File: src/hdl/gcc_pkg.sv
// Package for the G.711 codec: law and action codes, pipeline stage structs,
// companding constants and the segment priority encoder. No dependencies.
`timescale 1ns / 1ps

package gcc_pkg;

  typedef enum logic {
    LAW_MU = 1'b0,
    LAW_A  = 1'b1
  } law_t;

  typedef enum logic {
    ACT_ENCODE = 1'b0,
    ACT_DECODE = 1'b1
  } action_t;

  localparam logic [14:0] MU_BIAS     = 15'h0084;
  localparam logic [16:0] MU_CLIP     = 17'd32635;
  localparam logic [16:0] A_CLIP      = 17'd31744;
  localparam logic [7:0]  A_MASK      = 8'h55;
  localparam logic [14:0] A_SEG_BASE  = 15'h0108;
  localparam logic [3:0]  A_SEG0_HALF = 4'h8;

  // First stage: sign, clipped (and for mu-law biased) magnitude, unmasked code.
  typedef struct packed {
    logic        valid;
    action_t     action;
    law_t        law;
    logic        neg;
    logic [14:0] val;
    logic [7:0]  dcode;
  } s1_t;

  // Second stage: finished code for encode, sign and magnitude for decode.
  typedef struct packed {
    logic        valid;
    action_t     action;
    logic [7:0]  code;
    logic        neg;
    logic [14:0] mag;
  } s2_t;

  // Index of the highest set bit, 0 when no bit is set.
  function automatic logic [2:0] top_bit8(input logic [7:0] v);
    logic [2:0] e;
    e = 3'd0;
    for (int i = 1; i < 8; i++) begin
      if (v[i]) begin
        e = 3'(i);
      end
    end
    return e;
  endfunction

endpackage

File: src/hdl/g711_companding_codec.sv
// Top level of the G.711 mu-law / A-law codec: law register, two compute
// stages and the output register. Depends on gcc_pkg, gcc_prep, gcc_compand.
`timescale 1ns / 1ps

// Usage:
//   Input: drive action, sample_in and code_in with start high; the item
//   transfers at a rising edge where start is high and busy is low. busy is
//   high only while rst is high, so one item can transfer every clock.
//   action 0 encodes sample_in into code_out, action 1 decodes code_in into
//   sample_out; the unused result field reads zero.
//   Output: done is high for exactly one cycle per item, with code_out and
//   sample_out valid in that cycle; the result transfers at the edge ending
//   it. The receiver has no way to stall, and none is needed.
//   Pipeline: an item passes the two compute stages, then the output register;
//   throughput is one item/clock.
//   Config: cfg_we with cfg_data selects the law (0 mu-law, 1 A-law). Write
//   it only while no item is in flight; each item carries the law it saw.
//   Reset: synchronous rst clears the pipeline valid bits and sets mu-law;
//   items in flight are dropped.
module g711_companding_codec (
  input  logic        clk,
  input  logic        rst,
  input  logic        start,
  output logic        busy,
  input  logic        action,
  input  logic [15:0] sample_in,
  input  logic [7:0]  code_in,
  input  logic        cfg_we,
  input  logic        cfg_data,
  output logic        done,
  output logic [7:0]  code_out,
  output logic [15:0] sample_out
);

  gcc_pkg::law_t law;
  gcc_pkg::s1_t  s1;
  gcc_pkg::s2_t  s2;
  logic          accept;
  logic [15:0]   mag16;

  assign busy   = rst;
  assign accept = start & ~busy;

  always_ff @(posedge clk) begin
    if (rst) begin
      law <= gcc_pkg::LAW_MU;
    end else if (cfg_we) begin
      law <= gcc_pkg::law_t'(cfg_data);
    end
  end

  gcc_prep u_prep (
    .clk       (clk),
    .rst       (rst),
    .accept    (accept),
    .action    (action),
    .sample_in (sample_in),
    .code_in   (code_in),
    .law       (law),
    .s1        (s1)
  );

  gcc_compand u_compand (
    .clk (clk),
    .rst (rst),
    .s1  (s1),
    .s2  (s2)
  );

  assign mag16 = {1'b0, s2.mag};

  always_ff @(posedge clk) begin
    if (rst) begin
      done <= 1'b0;
    end else begin
      done <= s2.valid;
    end
    if (s2.action == gcc_pkg::ACT_DECODE) begin
      code_out   <= 8'd0;
      sample_out <= s2.neg ? (16'd0 - mag16) : mag16;
    end else begin
      code_out   <= s2.code;
      sample_out <= 16'd0;
    end
  end

endmodule

File: src/hdl/gcc_prep.sv
// First pipeline stage: sign/magnitude split, clipping, mu-law bias and code
// unmasking. Depends on gcc_pkg.
`timescale 1ns / 1ps

module gcc_prep (
  input  logic               clk,
  input  logic               rst,
  input  logic               accept,
  input  logic               action,
  input  logic [15:0]        sample_in,
  input  logic [7:0]         code_in,
  input  gcc_pkg::law_t      law,
  output gcc_pkg::s1_t       s1
);

  logic        neg;
  logic [16:0] mag;
  logic [14:0] mu_val;
  logic [14:0] a_val;
  gcc_pkg::s1_t s1_next;

  always_comb begin
    neg = sample_in[15];
    mag = neg ? (17'h10000 - {1'b0, sample_in}) : {1'b0, sample_in};
    mu_val = ((mag > gcc_pkg::MU_CLIP) ? gcc_pkg::MU_CLIP[14:0] : mag[14:0])
             + gcc_pkg::MU_BIAS;
    a_val  = (mag > gcc_pkg::A_CLIP) ? gcc_pkg::A_CLIP[14:0] : mag[14:0];

    s1_next.valid  = accept;
    s1_next.action = gcc_pkg::action_t'(action);
    s1_next.law    = law;
    s1_next.neg    = neg;
    if (law == gcc_pkg::LAW_A) begin
      s1_next.val   = a_val;
      s1_next.dcode = code_in ^ gcc_pkg::A_MASK;
    end else begin
      s1_next.val   = mu_val;
      s1_next.dcode = ~code_in;
    end
  end

  always_ff @(posedge clk) begin
    if (rst) begin
      s1.valid <= 1'b0;
    end else begin
      s1.valid <= s1_next.valid;
    end
    s1.action <= s1_next.action;
    s1.law    <= s1_next.law;
    s1.neg    <= s1_next.neg;
    s1.val    <= s1_next.val;
    s1.dcode  <= s1_next.dcode;
  end

endmodule

File: src/hdl/gcc_compand.sv
// Second pipeline stage: segment search and code assembly for encode,
// segment expansion for decode. Depends on gcc_pkg.
`timescale 1ns / 1ps

module gcc_compand (
  input  logic         clk,
  input  logic         rst,
  input  gcc_pkg::s1_t s1,
  output gcc_pkg::s2_t s2
);

  logic [2:0]  seg;
  logic [14:0] shifted;
  logic [3:0]  mant;
  logic [7:0]  code;
  logic [14:0] mu_t;
  logic [14:0] dmag;
  logic        dneg;
  logic [2:0]  dseg;
  gcc_pkg::s2_t s2_next;

  always_comb begin
    // Encode
    seg     = gcc_pkg::top_bit8(s1.val[14:7]);
    shifted = s1.val >> ({1'b0, seg} + 4'd3);
    mant    = shifted[3:0];
    if (s1.law == gcc_pkg::LAW_A) begin
      // A-law segment 0 spans magnitudes below 256
      if (s1.val[14:8] == 7'd0) begin
        code = {~s1.neg, 3'd0, s1.val[7:4]} ^ gcc_pkg::A_MASK;
      end else begin
        code = {~s1.neg, seg, mant} ^ gcc_pkg::A_MASK;
      end
    end else begin
      code = ~{s1.neg, seg, mant};
    end

    // Decode
    dseg = s1.dcode[6:4];
    mu_t = ({8'd0, s1.dcode[3:0], 3'd0} + gcc_pkg::MU_BIAS) << dseg;
    if (s1.law == gcc_pkg::LAW_A) begin
      dneg = ~s1.dcode[7];
      if (dseg == 3'd0) begin
        dmag = {7'd0, s1.dcode[3:0], gcc_pkg::A_SEG0_HALF};
      end else begin
        dmag = ({7'd0, s1.dcode[3:0], 4'd0} | gcc_pkg::A_SEG_BASE) << (dseg - 3'd1);
      end
    end else begin
      dneg = s1.dcode[7];
      dmag = mu_t - gcc_pkg::MU_BIAS;
    end

    s2_next.valid  = s1.valid;
    s2_next.action = s1.action;
    s2_next.code   = code;
    s2_next.neg    = dneg;
    s2_next.mag    = dmag;
  end

  always_ff @(posedge clk) begin
    if (rst) begin
      s2.valid <= 1'b0;
    end else begin
      s2.valid <= s2_next.valid;
    end
    s2.action <= s2_next.action;
    s2.code   <= s2_next.code;
    s2.neg    <= s2_next.neg;
    s2.mag    <= s2_next.mag;
  end

endmodule

File: config.mk
export PLATFORM = sky130hd
export DESIGN_NAME = g711_companding_codec
export DESIGN_NICKNAME = d
export VERILOG_FILES = /design/src/hdl/gcc_pkg.sv /design/src/hdl/g711_companding_codec.sv /design/src/hdl/gcc_prep.sv /design/src/hdl/gcc_compand.sv
export SDC_FILE = /design/constraint.sdc
export NUM_CORES = 1
export LEC_CHECK = 0
export BUFFER_PORTS_ARGS = -buffer_cell sky130_fd_sc_hd__buf_4
export CAP_MARGIN = 15
export CORE_ASPECT_RATIO = 1.4
export CORE_MARGIN = 4
export CORE_UTILIZATION = 52
export DETAILED_ROUTE_END_ITERATION = 8
export PLACE_DENSITY = 0.75
export SLEW_MARGIN = 20
export SYNTH_ARGS = -nofsm -noshare
export SYNTH_HDL_FRONTEND = slang
export SYNTH_SLANG_ARGS = --single-unit
File: constraint.sdc
create_clock -name clk -period 3.5 [get_ports clk]
set_clock_uncertainty 0.05 [all_clocks]
set_input_delay 0.35 -clock clk [delete_from_list [all_inputs] [get_ports clk]]
set_output_delay 0.35 -clock clk [all_outputs]
set_load 0.005 [all_outputs]
# Word level (Yosys, flattened, before mapping)
# Index checks and enable logic that the tools add are counted.
[word_totals]
word_cells = 57
latchBits = 0
romBits = 0
regBits = 79
ram_bits = 0
out_inout_bits = 26
memories = 0
[op_classes]
n_shift = 3
n_mux = 17
reduce_logical = 3
order_cmp = 2
n_mul = 0
add_sub_neg = 7
bitwise = 9
eq_ne = 0
div_mod_pow = 0
[op_table]
columns = ["operator", "count"]
rows = [
  ["15-bit two-way mux", 5],
  ["17-bit by 15-bit greater-than comparator with 1-bit output (second input constant)", 2],
  ["23-bit two-way mux", 1],
  ["3-bit two-way mux", 6],
  ["17-bit two-way mux", 1],
  ["17-bit by 16-bit subtractor with 17-bit output (first input constant)", 1],
  ["8-bit NOT", 2],
  ["1-bit by 15-bit subtractor with 16-bit output (first input constant)", 1],
  ["15-bit by 8-bit adder with 15-bit output (second input constant)", 1],
  ["15-bit by 3-bit << shifter with 15-bit output", 1],
  ["9-bit by 3-bit << shifter with 15-bit output", 1],
  ["15-bit by 4-bit right shift with 4-bit output", 1],
  ["15-bit by 8-bit subtractor with 15-bit output (second input constant)", 1],
  ["7-bit by 8-bit adder with 9-bit output (second input constant)", 1],
  ["8-bit two-way mux", 1],
  ["4-bit NOT", 2],
  ["7-bit logical NOT", 1],
  ["7-bit two-way mux", 1],
  ["3-bit by 2-bit adder with 4-bit output (second input constant)", 1],
  ["2-bit NOT with 4-bit output", 1],
  ["3-bit logical NOT", 1],
  ["1-bit NOT", 3],
  ["3-bit by 1-bit subtractor with 3-bit output (second input constant)", 1],
  ["1-bit two-way mux", 2],
  ["other kinds (2)", 2],
]

# Depth between registers and ports, before layout
[logic_depth]
ltp_word = 12
mapped_depth = 14
depth_no_buf = 13

# Hierarchy
# Synthesis repeated with hierarchy kept, for this count alone.
[unflattened]
hier_cells = 556
hier_area_um2 = 4842.1
[by_module_without_submodules]
columns = ["mod", "area_each_um2", "seq_area_each_um2", "cells_per_inst", "n_inst"]
rows = [
  ["gcc_compand", 1953.1, 480.5, 248, 1],
  ["gcc_prep", 1814.2, 540.5, 206, 1],
  ["g711_companding_codec", 1074.8, 520.5, 102, 1],
]

# Least setup slack after synthesis
# No wires, ideal clock.
[synth_timing]
path_kind = "in2reg"
start = "input port sample_in[0]"
end = "register u_prep.s1[16] (netlist name)"
arrival_ps = 3449
slack_ps = -145
stages = 14
required_ps = 3304
cell_sequence = "inv_1 -> ha_1 -> buf_2 -> or4b_2 -> o41ai_1 -> xnor2_1 -> nand4b_4 -> o31ai_4 -> nand2b_1 -> ha_1 -> inv_1 -> o311ai_4 -> xor2_1 -> o22ai_1"
[synth_lines]
columns = ["item", "line_no", "text"]
rows = [
  ["start: declaration", "g711_companding_codec.sv:26", "input logic [15:0] sample_in,"],
]

==> results by group <==
Critical path
  – CP endpoint kind: flop
  – CP Data Required Time: about 3.7 ns
  – Worst Setup Start Kind: input pin
  – Worst setup path startpoint: sample_in[0]
  – FF-to-FF Start: u_prep.s1[5]$_DFF_P_
  – Arr. time, crit path: 3.41 ns
  – Crit path max fanout: 5
  – Critical path type: input pin to flop

Clocking
  – CTS tree: built
  – TritonCTS Sinks: approximately 70
  – PostCTS Resize Cnt: 0
  – Hold Buf Count CTS: 0
  – Clk slew on worst S/H paths: around 0.070 ns
  – Clock Path Buffers: 2
  – CTS Buf Count: 9
  – Clk root buf: clkbuf_8
  – Worst skew pair latency: 0.34 ns
  – H-tree depth: 3
  – Post-CTS setup buffers: 0

Synthesis
  – Register area share after synthesis: between 30% and 40%
  – Largest family of logic cells by synthesized area: compound AO/OA/AOI/OAI gates
  – Simple-gate share of the synthesized area: 19.40%
  – Most frequent cell after synthesis: dfxtp_1
  – Asr flop ratio synth: 0%
  – Commonest cells in the netlist: dfxtp_1 (72), nand2_1 (34), xnor2_1 (34), a21oi_1 (33), nor2_1 (28)
  – Main synth FF type: dfxtp_1
  – Largest area contributor in the netlist: dfxtp_1
  – Cell Area, Synth: between 4000 and 5000 µm²
  – EDFF count, synth: 0
  – Post-Synthesis Cells: 483
  – Post-synthesis compound-gate area fraction: 21.75%
  – Multiplexer share of the synthesized area: under 10%
  – Yosys warnings: 0
  – Post-synth top area share: 34.33%
  – Synth top area cells: dfxtp_1 (34%), xnor2_1 (7.1%), a21oi_1 (3.9%)
  – Mapped Avg Cell Area: 8.694 µm²
  – Flops & latches, synth: 72
  – Adder-cell share of the synthesized area: 2.384%
  – XOR/XNOR share of the synthesized area: 9.386%
  – Synth unique cells: 72

Outcome
  – Status: finished, final reports clean

Place
  – RD Place Congestion: 0.8882
  – Port buffer count: 53
  – Detail Placement HPWL: slightly below 7000 µm
  – Placed cells: 625
  – Pre-CTS setup slack: -0.05981 ns

STA
  – Worst slew margin relative to its limit: 46.20%
  – Hold Fails Final Rpt: 0
  – Fmax: 313.0 MHz
  – Final worst path period need: 3.194 ns
  – TNS Setup: 0 ns
  – RSZ-0062 raised after global routing: false
  – Final setup violation count: 0
  – Tcrit/Tclk final: between 90% and 100%
  – Worst-margin pin slew: 0.8059 ns
  – Final worst slack: 0.3056 ns
  – Slew Limit Fails: 0

GRT
  – Grt total ovfl: 0
  – GRT Util Overall: approximately a fifth
  – First-pass GRT wire length: 15010 µm
  – Antenna violations before repair: 0
  – Number of global-route vias before repair: around 3.6k
  – Pin count of the biggest net entering global routing: 23

Final layout
  – Layout cells sized above 1: 20.93%
  – Storage cell area: 1441 µm²
  – Final core utilization: 63.25%
  – Syn-to-layout area delta: 17.46%
  – Non-Filler Instances: 640
  – Area of the multi-input gates: approximately 2500 µm²
  – Nets: around 570
  – Ant. Diodes: 0
  – # fillers: 689

Detailed routing
  – WL final: about 8700 µm
  – Routed vias/inst: between 5 and 6
  – Vias: approximately 3.6k
  – Drt pass-1 iters: 4
  – Routed Antenna Nets: 0
  – Mean routed wirelength per cell: 13.53 µm
  – Initial DRC Count: 247
  – DRC: 0

Pwr
  – PD cells: around 480 nW/µm²
  – Pleak: 2.060 nW
  – Worst vdd ir: 0.2198 mV
  – Total Power: 2.383 mW

Floorplanning
  – I/O Pins: 56
  – Initial core utilization: 53.85%
  – Die area: about 9600 µm²
  – Die width: 83.95 µm
  – Site Rows: 38
  – Die Height: 114.3 µm
  – Area of the core: just under 8000 µm²

Flow run
  – Max Cap Viol: 0

Min path
  – Worst Hold Class: input pin to flop
  – Worst Hold Launch: action
## sequential cells by signal, indices dropped and copies added, names as in the netlist
register / flops
code_out: 8
u_prep.s1: 24
done: 1
sample_out: 14
u_compand.s2: 24
law: 1
## stage by stage
stage                     area, µm²  hold WS, ns
after floorplan                4222       0.2596
after global placement         4731       0.2615
after detailed placement       4731       0.2694
after CTS                      4932      0.04566
after global routing           4932      0.03852
final                          4932      0.06311
## per-layer routing
layer / GRT usage, % / part of all wire, % / wire [µm] / vias up
met5: 0 / 0 / 0 / -
met4: 8.906 / 1.9 / 165 / 0
met3: 3.744 / 5.6 / 484 / 16
met2: 36.33 / 54 / 4698 / 103
met1: 19.24 / 38 / 3312 / 1663
li1: - / - / - / 1822
## critical path, cell delays in order
cell and delay (ns):
buf_4 0.12, inv_1 0.07, ha_1 0.21, or4b_4 0.51, o41ai_2 0.24, xnor2_1 0.29
nand4b_4 0.18, o31ai_4 0.30, nand2b_1 0.15, ha_1 0.19, inv_1 0.11, o311ai_4 0.28
buf_4 0.19, a31oi_1 0.08, a21oi_1 0.12
## power by group
group / internal, mW / switching [mW]
registers: 0.955 / 0.104
clock network: 0.395 / 0.267
logic: 0.350 / 0.310
## kinds of logic after synthesis
logic type	count (synthesis)
fa+ha+maj	8
flops	72
buf+inv	55
mux	25
xor+xnor	45
other cells	1
simple gates	150
compound gates	127
## path summary, 6_finish.rpt
path | to | slack [ns] | depth (start not counted)
max | u_prep.s1[18]$_DFF_P_ | 0.31 | 15
min | u_prep.s1[25]$_DFF_P_ | 0.06 | 1
max reg2reg | u_compand.s2[14]$_DFF_P_ | 0.89 | 10
min reg2reg | u_compand.s2[24]$_DFF_P_ | 0.28 | 0
## cells in the final DEF, fill, tap and decap left out, types with 4 or more instances in the layout
cell,count
dfxtp_1,72
buf_4,69
nand2_1,34
xnor2_1,34
a21oi_1,33
nor2_1,28
o21ai_0,27
inv_1,24
nor2b_1,21
mux2i_1,15
and2_1,12
xor2_1,11
o31ai_1,11
nor3_1,9
clkbuf_8,9
ha_1,8
or3_1,7
nand2b_1,7
nor4_1,6
mux2_2,6
o41ai_2,5
o21a_1,5
nand3_1,5
o22ai_1,5
o32ai_1,4
a31oi_1,4
## cell type report
cell class                      count  area share [%]
Tap cell                          100           2.537
Inverter                           27           2.055
Clock inverter                      4           1.421
Multi-Input combinational cell    357           51.60
Timing Repair Buffer               69           10.50
Sequential cell                    72           29.22
Clock buffer                       11           2.664
Note: power is estimated with default switching activity, not from simulation.
